<file path="src/rtl/crf_pkg.sv">
// shared constants, types and helper functions of the curvature refinement flag
package crf_pkg;

    localparam int MAX_COLUMNS = 64;
    localparam int ROW_LIMIT   = 64;
    localparam int SAMPLE_BITS = 32;
    localparam int IN_W        = 32;
    localparam int THR_W       = 16;
    localparam int DIM_W       = 7;
    localparam int NUM_FIELDS  = 2;
    localparam int FLD_DENSITY = 0;
    localparam int FLD_PRESSURE = 1;

    localparam int LINE_WIDTH  = MAX_COLUMNS + 2;
    localparam int COL_W       = $clog2(LINE_WIDTH);
    localparam int ROW_W       = $clog2(ROW_LIMIT + 2);
    localparam int DIFF_W      = SAMPLE_BITS + 3;
    localparam int CURV_W      = DIFF_W;
    localparam int PROD_W      = SAMPLE_BITS + THR_W;

    localparam int CFG_IDX_W   = 2;
    localparam int CFG_DATA_W  = 16;

    localparam logic [THR_W-1:0] REFINE_RESET   = THR_W'(655);
    localparam logic [THR_W-1:0] DEREFINE_RESET = THR_W'(328);
    localparam logic [DIM_W-1:0] COLUMNS_RESET  = DIM_W'(64);
    localparam logic [DIM_W-1:0] ROWS_RESET     = DIM_W'(64);

    typedef enum logic [CFG_IDX_W-1:0] {
        CFG_REFINE   = 2'd0,
        CFG_DEREFINE = 2'd1,
        CFG_COLUMNS  = 2'd2,
        CFG_ROWS     = 2'd3
    } t_cfg_idx;

    typedef enum logic [1:0] {
        DEC_STAY     = 2'd0,
        DEC_REFINE   = 2'd1,
        DEC_DEREFINE = 2'd2
    } t_decision;

    typedef logic [SAMPLE_BITS-1:0] t_sample;
    typedef logic [NUM_FIELDS-1:0][SAMPLE_BITS-1:0] t_fields;

    // one line buffer entry per column: row above and the row above that
    typedef struct packed {
        t_fields prev;
        t_fields prev2;
    } t_line_word;

    typedef struct packed {
        logic             valid;
        logic [COL_W-1:0] col;
        logic             judge;
        logic             blk_last;
    } t_cell_ctl;

    function automatic logic [COL_W-1:0] clamp_cols(input logic [DIM_W-1:0] v);
        logic [COL_W-1:0] r;
        if (v == '0) begin
            r = COL_W'(1);
        end else if (int'(v) > MAX_COLUMNS) begin
            r = COL_W'(MAX_COLUMNS);
        end else begin
            r = COL_W'(v);
        end
        return r;
    endfunction

    function automatic logic [ROW_W-1:0] clamp_rows(input logic [DIM_W-1:0] v);
        logic [ROW_W-1:0] r;
        if (v == '0) begin
            r = ROW_W'(1);
        end else if (int'(v) > ROW_LIMIT) begin
            r = ROW_W'(ROW_LIMIT);
        end else begin
            r = ROW_W'(v);
        end
        return r;
    endfunction

endpackage

</file>
<file path="src/rtl/crf_seq.sv">
// raster position counters, transfer control and line buffer read address
module crf_seq (
    input  logic                          i_clk,
    input  logic                          i_rst_n,
    input  logic                          i_valid,
    input  logic                          i_last_pending,
    input  logic                          i_out_free,
    input  logic [crf_pkg::DIM_W-1:0]     i_cols,
    input  logic [crf_pkg::DIM_W-1:0]     i_rows,
    output logic                          o_ready,
    output logic                          o_accept,
    output logic [crf_pkg::COL_W-1:0]     o_rd_addr,
    output crf_pkg::t_cell_ctl            o_ctl
);

    logic [crf_pkg::COL_W-1:0] r_col, n_col;
    logic [crf_pkg::ROW_W-1:0] r_row, n_row;
    crf_pkg::t_cell_ctl        r_ctl, n_ctl;

    logic [crf_pkg::COL_W-1:0] ncols;
    logic [crf_pkg::ROW_W-1:0] nrows;
    logic                      row_end;
    logic                      blk_end;
    logic                      judge;

    always_comb begin
        ncols   = crf_pkg::clamp_cols(i_cols);
        nrows   = crf_pkg::clamp_rows(i_rows);
        row_end = {1'b0, r_col} >= ({1'b0, ncols} + (crf_pkg::COL_W + 1)'(1));
        blk_end = row_end && ({1'b0, r_row} >= ({1'b0, nrows} + (crf_pkg::ROW_W + 1)'(1)));
        judge   = (r_row >= crf_pkg::ROW_W'(2))
               && ({1'b0, r_row} <= ({1'b0, nrows} + (crf_pkg::ROW_W + 1)'(1)))
               && (r_col != '0)
               && (r_col <= ncols);

        // the block's last cell waits until the decision path is clear
        o_ready  = !blk_end || (!i_last_pending && i_out_free);
        o_accept = i_valid && o_ready;

        // prefetch the next column; at row end fetch column zero for the next row
        o_rd_addr = row_end ? '0 : r_col + crf_pkg::COL_W'(1);

        n_col = r_col;
        n_row = r_row;
        if (o_accept) begin
            if (row_end) begin
                n_col = '0;
                n_row = blk_end ? '0 : r_row + crf_pkg::ROW_W'(1);
            end else begin
                n_col = r_col + crf_pkg::COL_W'(1);
            end
        end

        n_ctl.valid    = o_accept;
        n_ctl.col      = r_col;
        n_ctl.judge    = judge;
        n_ctl.blk_last = blk_end;
    end

    always_ff @(posedge i_clk) begin
        if (!i_rst_n) begin
            r_col <= '0;
            r_row <= '0;
            r_ctl <= '0;
        end else begin
            r_col <= n_col;
            r_row <= n_row;
            r_ctl <= n_ctl;
        end
    end

    assign o_ctl = r_ctl;

endmodule

</file>
<file path="config.mk">
export PLATFORM = sky130hd
export DESIGN_NAME = crf_seq
export DESIGN_NICKNAME = d
export VERILOG_FILES = /design/src/rtl/crf_pkg.sv /design/src/rtl/crf_seq.sv
export SDC_FILE = /design/constraint.sdc
export NUM_CORES = 1
export LEC_CHECK = 0
export ABC_AREA = 1
export BUFFER_PORTS_ARGS = -buffer_cell sky130_fd_sc_hd__buf_2
export CORE_MARGIN = 2
export CORE_UTILIZATION = 38
export CTS_CLUSTER_DIAMETER = 30
export DETAILED_ROUTE_END_ITERATION = 6
export PLACE_DENSITY_LB_ADDON = 0.25
export REMOVE_ABC_BUFFERS = 1
export SLEW_MARGIN = 20
export SYNTH_ARGS = -nofsm -noshare
export SYNTH_HDL_FRONTEND = slang
export SYNTH_SLANG_ARGS = --single-unit
</file>
<file path="constraint.sdc">
create_clock -name i_clk -period 5.3 [get_ports i_clk]
set_clock_uncertainty 0.2 [all_clocks]
set_input_delay 0.265 -clock i_clk [delete_from_list [all_inputs] [get_ports i_clk]]
set_output_delay 0.265 -clock i_clk [all_outputs]
set_load 0.005 [all_outputs]
</file>
==> impl_metrics.csv <==
group,metric,value,unit
die,boundaryPins,38,
global_routing,gr-usage-met1,21.47,%
synthesis,synth_top_flop_cell,"dfxtp_1",
timing,hold_viol,0,
cts,cts.htree.levels,1,
global_routing,initial_antenna_violation_count,0,
synthesis,synthesized_instance_count,283,
synthesis,yosys_cell_types,35,
critical_path,r2r_setup_slk,2.84,ns
global_routing,tot_gr_track_use,15.00,%
critical_path,worst_r2r_path_depth,8,
global_routing,gr-total-overflow,0,
power,total_power,521.9,uW
timing,setup_violations,0,
cts,ctsLongestPathBuffers,2,
synthesis,ys.warnings.count,0,
timing,period_needed,3.456,ns
cts,cts_made_buffers,3,
die,fp.coreArea,5042,um^2
route,detail_route.first_pass.iterations,4,
synthesis,synthMuxAreaShare,0,%
route,detail-route-antenna-nets,0,
critical_path,setup.worst_path.start_class,"input pin",
synthesis,ys_seq_elements,24,
synthesis,post-synth-top-area-cell,"dfxtp_1",
route,route.vias.total,1827,
power,cellLeakagePower,0.001242,uW
synthesis,synth_largest_type_area_fraction,24.49,%
placement,placement.cell_area,2217,um^2
outcome,outcome,"finished clean",
die,chipWidth,75.85,um
die,die_y,75.85,um
synthesis,yosys-top-cells-area,"dfxtp_1 24%, ha_1 17%, nand2_1 11%",
die,start_util,38.91,%
synthesis,synth_top_family_by_area,"simple AND/OR/NAND/NOR gates",
timing,finalCritPeriodShare,65.21,%
synthesis,synth_simple_gate_area_share,30.48,%
route,wirelength,4.152,mm
route,drc,0,
placement,dp_worst_setup_slack,1.830,ns
finish,most-common-layout-cells,"56 x nand2_1, 45 x inv_1, 37 x buf_2, 27 x ha_1, 25 x nor2_1",
cts,clock_insertion_delay_worst_skew,0.27,ns
finish,final-seq-area,480.5,um^2
timing,fmaxAchievable,289.3,MHz
synthesis,post_synthesis_instance_area,1962,um^2
placement,dp_hpwl,3.345,mm
synthesis,synth-compound-area-share,10.91,%
finish,antenna_cells_inserted,0,
power,power_per_cell_area,228.1,nW/um^2
critical_path,path_max_fanout,26,
worst_hold_path,timing.hold.worst.class,"in -> reg",
timing,relative_max_transition_margin,68.45,%
synthesis,postSynth.asyncResetShare,0,%
placement,placement.io_buffers,37,
die,core.rowCount,26,
global_routing,grt_pass1_wl,6.831,mm
critical_path,reg2reg_from,"r_col[5]",
route,detail_route.vias_per_cell,4.685,
timing,fin_tns_setup,0,ns
global_routing,grt_max_degree,27,
cts,tritoncts,"built",
synthesis,syn_avg_cell_area,6.932,um^2
cts,cts_setup_buffers,0,
synthesis,synth_adder_area_share,17.22,%
worst_hold_path,hold_path.startpoint,"i_rst_n",
global_routing,grt_pass1_vias,1597,
synthesis,yosys.area_share.xor_xnor,6.250,%
finish,n_fill_cell,528,
timing,maxSlewViolCount,0,
die,die-area,5753,um^2
critical_path,worstSetupEndpointType,"primary output",
placement,gp_congestion,0.7948,
worst_hold_path,hold_depth,3,
timing,timing_worst_slew_pin_value,0.4716,ns
timing,final.setup.worst_slack,1.844,ns
critical_path,worst-endpoint-required,4.84,ns
synthesis,number_of_synthesized_flops_with_an_enable_pin,0,
cts,clkSlewWorstSetupHoldPaths,0.09,ns
cts,clock-root-buffer,"clkbuf_8",
route,drt-wirelength-per-cell,10.65,um
power,vdd_ir_drop_max,114.2,uV
global_routing,grt_util_met2,23.66,%
finish,most_common_cell_after_layout_fill_and_taps_aside,"nand2_1",
global_routing,groute.layer.met3.usage,1.984,%
global_routing,gr-max-usage-layer,"met2",
critical_path,r2r-end,"r_row[1]",
finish,final_layout_size_suffix_gt1_share,19.69,%
cts,clock_sinks,24,
critical_path,critical_path_class,"in -> out",
cts,cts_repair_resize_count,0,
route,dr.first_iter.drc_count,69,
cts,postCtsHoldBufs,0,
finish,fin_nets,367,
run,max_cap_violations,0,
synthesis,yosysSeqAreaShare,24.49,%
finish,area_growth,16.65,%
critical_path,critical_path_arrival,2.99,ns
finish,multi_input_comb_area,1272,um^2
timing,rsz0062_at_grt,"false",
finish,final_area,2288,um^2
finish,finish.utilization,45.38,%
worst_hold_path,hold_path_end,"o_ctl[8]",
[cell families after synthesis]
logic type	after synthesis
AO/OA/AOI/OAI	40
XOR/XNOR	14
buffers and inverters	55
flip-flops	24
adder cells (fa/ha/maj)	27
AND/OR/NAND/NOR	123
[worst max-delay path, cell delays in order]
cell	delay, ns
buf_2	0.12
nor2_2	0.11
nand4_2	0.11
nand2_2	0.12
inv_2	0.06
nor2_1	0.20
ha_1	0.23
nand2_1	0.06
nor2_1	0.15
a31oi_1	0.11
ha_1	0.29
and3_1	0.15
nand2_1	0.06
nand2_2	0.36
nand3_4	0.21
nand2_4	0.16
inv_2	0.07
buf_2	0.13
[power by group]
| group | internal (uW) | leakage, uW | switching, uW |
|---|---|---|---|
| Combinational | 60.8 | 0.00101 | 92.0 |
| Sequential | 193 | 0.000196 | 15.2 |
| Clock | 101 | 0.0000357 | 60.1 |
[cells in the mapped netlist, types with 2 or more instances]
| cell type | n |
|---|---|
| nor3b_1 | 2 |
| xor2_1 | 8 |
| nor3_1 | 3 |
| a211oi_1 | 2 |
| o21ai_1 | 15 |
| a31oi_1 | 2 |
| dfxtp_1 | 24 |
| nand4_1 | 10 |
| nand2_2 | 2 |
| buf_2 | 2 |
| nor2_1 | 25 |
| nand2_1 | 56 |
| a21oi_1 | 18 |
| and3_1 | 2 |
| inv_2 | 5 |
| xnor2_1 | 6 |
| ha_1 | 27 |
| nand3_2 | 2 |
| nor2_2 | 7 |
| inv_1 | 45 |
| nand3_1 | 6 |
[worst max-delay path by stage]
stage          startpoint  endpoint  slack (ns)  cells past startpoint
2_1_floorplan   i_cols[4]  r_col[5]        2.41                     19
3_5_place_dp    i_cols[4]  o_accept        1.83                     18
3_3_place_gp    i_cols[4]  o_accept        1.92                     18
5_1_grt         i_cols[4]  o_accept        1.54                     18
6_report        i_cols[4]  o_accept        1.84                     18
4_1_cts         i_cols[4]  o_accept        1.83                     18
[through the flow]
step                      std cells  hold slack, ns
final                           390          0.1349
after global routing            390          0.1386
after CTS                       390          0.1305
after detailed placement        386          0.2892
after global placement          386          0.2865
after floorplan                 279          0.1791
[final cells by class]
type	instances	area share, %
inverter	51	8.365
timing repair buffer	37	8.092
multi-input combinational	204	55.60
sequential	24	21.00
clock buffer	3	1.804
tap	70	3.827
clock inverter	1	1.312
[per-layer routing]
| layer | up-vias | part of all wire [%] |
|---|---|---|
| met5 | - | 0 |
| met4 | 0 | 0.94 |
| met3 | 4 | 3.3 |
| met2 | 31 | 45 |
| met1 | 803 | 51 |
| li1 | 989 | - |
[sequential cells by signal, summed over array words and instances, names as in the netlist]
signal  count
o_ctl      10
r_col       7
r_row       7
Power figures use the tool's default switching activity.
