--- src/rtl/crf_ram.sv ---
// generic single-port-write, single-port-read ram with registered read data
module crf_ram #(
    parameter int WIDTH = 8,
    parameter int DEPTH = 16
) (
    input  logic                     i_clk,
    input  logic                     i_we,
    input  logic [$clog2(DEPTH)-1:0] i_waddr,
    input  logic [WIDTH-1:0]         i_wdata,
    input  logic [$clog2(DEPTH)-1:0] i_raddr,
    output logic [WIDTH-1:0]         o_rdata
);

    logic [WIDTH-1:0] r_mem [DEPTH];
    logic [WIDTH-1:0] r_rdata;

    always_ff @(posedge i_clk) begin
        if (i_we) begin
            r_mem[i_waddr] <= i_wdata;
        end
        r_rdata <= r_mem[i_raddr];
    end

    assign o_rdata = r_rdata;

endmodule

--- config.mk ---
export PLATFORM = sky130hd
export DESIGN_NAME = crf_ram
export DESIGN_NICKNAME = d
export VERILOG_FILES = /design/src/rtl/crf_ram.sv
export SDC_FILE = /design/constraint.sdc
export NUM_CORES = 1
export LEC_CHECK = 0
export BUFFER_PORTS_ARGS = -buffer_cell sky130_fd_sc_hd__clkbuf_2
export CAP_MARGIN = 30
export CORE_ASPECT_RATIO = 1.4
export CORE_MARGIN = 2
export CORE_UTILIZATION = 45
export CTS_BUF_LIST = sky130_fd_sc_hd__clkbuf_4 sky130_fd_sc_hd__clkbuf_8 sky130_fd_sc_hd__clkbuf_16
export DETAILED_ROUTE_END_ITERATION = 16
export SLEW_MARGIN = 0
export SYNTH_ARGS = -nofsm -noshare
export SYNTH_HDL_FRONTEND = slang
export SYNTH_SLANG_ARGS = --single-unit
--- constraint.sdc ---
create_clock -name i_clk -period 1.92 [get_ports i_clk]
set_input_delay 0.384 -clock i_clk [delete_from_list [all_inputs] [get_ports i_clk]]
set_output_delay 0.384 -clock i_clk [all_outputs]
set_load 0.02 [all_outputs]
==> out/results.txt, run 1 <==
Number of nets at the end of the flow: 309
Delay of the slowest cell on the worst path: 0.59 ns
Total track usage: 17.67%
Via density: 5.533
Placed wire-length estimate after detailed placement: 6.391 mm
Post-route DRC violation count: 0
Count of H-tree levels built during CTS: 4
Unrepaired setup endpoints after global routing: false
Mean instance size in the synthesized netlist: 22.48 sq um
Clock Root Buffer: clkbuf_16
Setup skew after layout: 0.003155 ns
Number of warnings reported in the yosys synthesis log: 0
Via count of the first global-routing pass: 2554
Area of the placeable core: 11220 sq um
Max VDD drop: 669.4 uV
Post-synthesis instance area: 5147 sq um
Result of the run: completed
Die Outline Area: 12320 sq um
Clock tree from TritonCTS: built
Antenna Diode Count: 0
Area growth from synthesis to layout: 21.93%
Global-route wire length before repair: 14.75 mm
Number of antenna violations at the first check in global routing: 0
Minimum clock period: 1.433 ns
Sum of internal, switching and leakage power: 0.007261 W
Insertion delay to the later sink of the worst-skew pair: 0.41 ns
Post-CTS setup-driven buffer insertion count: 0
Xor and xnor area share after synthesis: 0%
Number of non-filler instances in the completed layout: 448
Vias after detailed routing: 2479
Critical-path top delay cell: mux4_1
Number of cells in the design after placement: 416
Area share of fa/ha/maj cells after synthesis: 0%
Slack of the critical path: 0.4868 ns
Flip-flop and latch count after synthesis: 136
Power density over cell area: 1157 nW/um^2
Classification of the worst-slack hold path: input pin to flop
Count of different cell masters after synthesis: 19
Critical path endpoint category: flop
Buf/Inv on CP: 2
Port Buffer Count: 25
Mux share of post-synthesis cell area: 15.02%
Remaining number of nets flagged by the antenna check after routing: 0
Most common cell after layout, fill and taps aside: edfxtp_1
Horiz. Die Dim: 94.39 um
Classification of the worst setup path: input pin to flop
Hold violation total from the final report: 0
Worst rel slew slack: 71.13%
Worst EP required: 2.21 ns
Boundary Pins: 26
Number of cell rows: 46
Main combinational cell family by area after synthesis: multiplexers
Initial DRC Count: 213
Total Wirelength: 9.892 mm
Fraction of final layout cells sized beyond drive strength 1: 33.88%
Fin. max-slew vios: 0
Clock transition at path regs: 0.06 ns
Weighted congestion reported at the end of routability-driven placement: 0.7497
Data arrival time at the worst-slack endpoint: 1.73 ns
Cell count after synthesis: 229
Largest fanout of any net on the critical path: 22
Number of buffers added to fix hold violations after cts: 0
Router iterations before antenna repair: 5
Critical-path cell list: clkbuf_2, buf_12, mux4_1, a22oi_1, nand2_1
LEAKAGE: 2.173 nW
Register area share after synthesis: 77.78%
Number of buffers between clock root and the deepest sink: 2
Post-CTS Resized: 0
Synthesized Nets: 247
Setup total negative slack: 0 ns
Number of clock sinks seen by CTS: 136
Maximum number of pins on one net before global-route repair: 23
Die outline height: 130.5 um
Final routed wire length divided by cell count: 22.08 um
Most frequent cells in the layout: edfxtp_1 (128), clkbuf_2 (25), buf_4 (25)
Final worst path period share: 74.65%
Total gr overflow: 0
Post-placement worst setup slack: 0.09962 ns
TritonCTS Buffers: 17
Setup Viol. Count Final: 0
Transition time of the tightest slew-check pin: 0.4331 ns
Maximum clock rate: 697.7 MHz
Number of max-cap violations: 0
Crit start category: input pin
Starting density of the core: 45.86%
Tightest hold margin: 0.4009 ns
Simple-Gate Fraction of Synth Area: 3.184%
Compound-gate portion of the synthesized area: 2.333%
Cell type group with the largest total delay on the critical path: multiplexers
cells by family (layout without fill, tap and decap cells):
kind of cell	count (synthesis)	after routing
AO/OA/AOI/OAI	16	16
buffers and inverters	10	85
flip-flops	136	136
multiplexers	32	32
AND/OR/NAND/NOR	35	35
layer usage:
layer / wire length (um) / vias up / track usage [%]
met2: 5186 / 64 / 29.62
met5: 0 / - / 0
li1: - / 1095 / -
met4: 174 / 0 / 7.673
met1: 4152 / 1305 / 22.06
met3: 380 / 15 / 4.300
stage by stage:
stage                     cell area, sq um  util (%)
after floorplan                       5147         -
after global placement                5614     50.02
after detailed placement              5614     50.02
after CTS                             6276     55.92
after global routing                  6276     55.92
final                                 6276     55.92
flip-flops by register name, summed over array words and instances, names as in the netlist:
signal,flops
r_mem,128
o_rdata,8
power by group:
| part | leakage (nW) | internal [W] | switching (W) |
|---|---|---|---|
| clock network | 0.313 | 0.00243 | 0.00115 |
| logic | 0.636 | 0.000142 | 0.000196 |
| registers | 1.22 | 0.00332 | 0.0000177 |
cells in the mapped netlist, drive strengths merged:
| library cell | count | area share [%] |
|---|---|---|
| clkdlybuf4s25 | 3 | 0.58 |
| or3b | 1 | 0.17 |
| edfxtp | 128 | 75 |
| nor2 | 13 | 0.95 |
| nor2b | 1 | 0.12 |
| and2b | 1 | 0.15 |
| mux4 | 32 | 15 |
| nand2b | 2 | 0.24 |
| nand3b | 2 | 0.29 |
| and2 | 1 | 0.12 |
| nand2 | 9 | 0.66 |
| buf | 7 | 1.1 |
| nand3 | 1 | 0.097 |
| dfxtp | 8 | 3.1 |
| nor3 | 4 | 0.39 |
| a22oi | 16 | 2.3 |
path summary, 6_finish.rpt:
path         slack (ns)    startpoint  cells past startpoint     endpoint
max                0.49    i_raddr[0]                      5   o_rdata[5]
min reg2reg        0.67  r_mem[14][3]                      3   o_rdata[3]
min                0.40    i_wdata[4]                      1  r_mem[0][4]
max reg2reg        0.53   r_mem[1][5]                      3   o_rdata[5]
area by class of cell:
cell class / count / area, sq um
timing repair buffer: 53 / 372.9
multi-input combinational: 83 / 1057
clock inverter: 14 / 229.0
fill: 862 / 4947
clock buffer: 18 / 432.9
sequential: 136 / 4004
tap: 144 / 180.2
No activity file was read; power rests on OpenSTA's default activity.
==> inputs of run 2 (changes only) <==
Settings changed: ABC_AREA set to 1.
Clock period 1.92 ns to 1.2 ns, I/O delays scaled along.
==> run 2 against run 1 <==
Sequential cell count unchanged. Sequential share of layout area decreased by 5.3 points. Cell count up 71%. First-iteration DRC count is 27% higher. Register-to-register slack got worse by 0.37 ns. Synthesized area is 12% higher. Critical endpoint is now o_rdata[1]. Largest power group is now sequential cells. Highest routed layer unchanged.
==> out/results.txt, run 2 <==
Transition time of the tightest slew-check pin: 0.4160 ns
Register area share after synthesis: 69.43%
Maximum number of pins on one net before global-route repair: 33
Post-synthesis instance area: 5767 sq um
Delay of the slowest cell on the worst path: 0.35 ns
Filler Cells Inserted: 1067
Worst EP required: 0.96 ns
Boundary Pins: 26
Count of different cell masters after synthesis: 12
Critical-path cell list: clkbuf_4
Number of nets at the end of the flow: 622
Die Outline Area: 13750 sq um
Post-CTS setup-driven buffer insertion count: 0
Remaining number of nets flagged by the antenna check after routing: 0
Post-synth EDFFs: 128
Cell count after synthesis: 551
Clock transition at path regs: 0.05 ns
Post-route DRC violation count: 0
Global-route wire length before repair: 20.07 mm
Cell types with the largest area share after synthesis: edfxtp_1 (67%), nand2_1 (11%), nand3_1 (8.4%)
Die outline height: 137.9 um
Cell type group with the largest total delay on the critical path: flip-flops
Tightest hold margin: 0.2864 ns
Via count of the first global-routing pass: 3767
Classification of the worst-slack hold path: input pin to flop
Weighted congestion reported at the end of routability-driven placement: 0.7920
Initial DRC Count: 270
Fraction of final layout cells sized beyond drive strength 1: 14.91%
Router iterations before antenna repair: 4
Total Wirelength: 12.80 mm
Count of H-tree levels built during CTS: 4
Classification of the worst setup path: flop to output pin
Clock tree from TritonCTS: built
Placed wire-length estimate after detailed placement: 8.217 mm
Vias after detailed routing: 3815
Primary flip-flop cell chosen by synthesis mapping: edfxtp_1
Data arrival time at the worst-slack endpoint: 0.92 ns
Horiz. Die Dim: 99.68 um
Critical-path top delay cell: dfxtp_2
Insertion delay to the later sink of the worst-skew pair: 0.41 ns
Setup Viol. Count Final: 0
Power density over cell area: 1627 nW/um^2
Final core utilization: 55.04%
Critical path endpoint category: output pin
Library cell occupying the most area in the post-synthesis netlist: edfxtp_1
Number of max-cap violations: 0
Hold violation total from the final report: 0
Result of the run: completed
Total track usage: 20.23%
Minimum clock period: 1.164 ns
Post-CTS Resized: 3
TritonCTS Buffers: 17
Max reg flops: 128
Number of antenna violations at the first check in global routing: 0
Worst rel slew slack: 72.27%
Buf/Inv on CP: 1
Crit start category: flop
Final worst path period share: 97.01%
Fin. max-slew vios: 0
Unrepaired setup endpoints after global routing: false
Number of clock sinks seen by CTS: 136
Top register by number of flip-flops: r_mem
Leading cell types by count after synthesis: nand2_1 (173), edfxtp_1 (128), inv_1 (100)
Starting density of the core: 46.39%
Flip-flop and latch count after synthesis: 136
Largest fanout of any net on the critical path: 1
Setup total negative slack: 0 ns
Most common cell after layout, fill and taps aside: nand2_1
Total gr overflow: 0
Final routed wire length divided by cell count: 16.68 um
Number of cell rows: 48
Area growth from synthesis to layout: 18.66%
Setup skew after layout: 0.007481 ns
Port Buffer Count: 25
Most common cell in the netlist: nand2_1
Number of warnings reported in the yosys synthesis log: 0
Area of the placeable core: 12430 sq um
LEAKAGE: 3.011 nW
Number of buffers added to fix hold violations after cts: 0
Maximum clock rate: 859.1 MHz
Max VDD drop: 939.3 uV
Clock Root Buffer: clkbuf_16
Mean instance size in the synthesized netlist: 10.47 sq um
Number of buffers between clock root and the deepest sink: 2
Most frequent cells in the layout: nand2_1 (173), edfxtp_1 (128), inv_1 (100)
Fraction of synthesized cell area taken by the top area cell type: 66.65%
Antenna Diode Count: 0
Share of synthesized flip-flops with an asynchronous set or reset: 0%
Via density: 4.974
Sum of internal, switching and leakage power: 0.01114 W
Synthesized Nets: 569
==> run 2: cell types whose count changed in the layout (fill, tap and decap cells not counted), sizes merged, moves of 5 or more <==
cell	previous run	this run
nand3	1	97
a22oi	16	0
clkbuf	43	48
mux4	32	0
nand2	9	173
buf	28	34
inv	0	102
==> run 2: through the flow <==
step,worst slack [ns],cells,area (sq um)
4_1_cts,0.003213,767,6843
2_1_floorplan,0.009155,551,5767
3_3_place_gp,-0.1731,735,6248
5_1_grt,0.007453,767,6843
3_5_place_dp,-0.1954,735,6248
6_report,0.03594,767,6843
==> run 2: worst min-delay path, cell delays in order <==
cell and delay, ns:
clkbuf_2 0.11, buf_4 0.18, nand3_1 0.09, nand2_1 0.04
==> run 2: logic make-up (layout without fill, tap and decap cells) <==
family	after synthesis	after routing	share of synthesized area, %
and+or+nand+nor	289	289	21.05
buffers and inverters	126	192	9.525
DFF	136	136	69.43
==> run 2: worst paths after layout <==
kind,start,to,slack (ns),depth (start not counted)
max reg2reg,r_mem[5][4],o_rdata[4],0.16,6
min reg2reg,r_mem[10][6],o_rdata[6],0.66,6
max,o_rdata[1],o_rdata[1],0.04,1
min,i_raddr[3],o_rdata[1],0.29,4
==> run 2: layout make-up <==
| cell class | instances | area (sq um) | share of cell area [%] |
|---|---|---|---|
| Sequential cell | 136 | 4005 | 58.53 |
| Clock inverter | 8 | 97.59 | 1.426 |
| Inverter | 102 | 382.9 | 5.595 |
| Timing Repair Buffer | 58 | 465.4 | 6.802 |
| Multi-Input combinational cell | 289 | 1214 | 17.74 |
| Tap cell | 150 | 187.7 | 2.743 |
| Clock buffer | 24 | 490.5 | 7.168 |
==> run 2: per-layer routing <==
layer  part of all wire [%]  global-route usage, %  vias to the layer above
met4                    2.7                  7.915                        0
li1                       -                      -                     1883
met2                     53                  35.25                       98
met1                     40                  24.29                     1811
met5                      0                      0                        -
met3                    4.7                  4.839                       23
==> run 2: power by group <==
group          internal, W  total, W  leakage, nW  switching, W
Clock              0.00327   0.00505        0.289       0.00178
Combinational     0.000243  0.000737         1.50      0.000494
Sequential         0.00531   0.00535         1.22     0.0000323
Total              0.00883    0.0111         3.01       0.00231
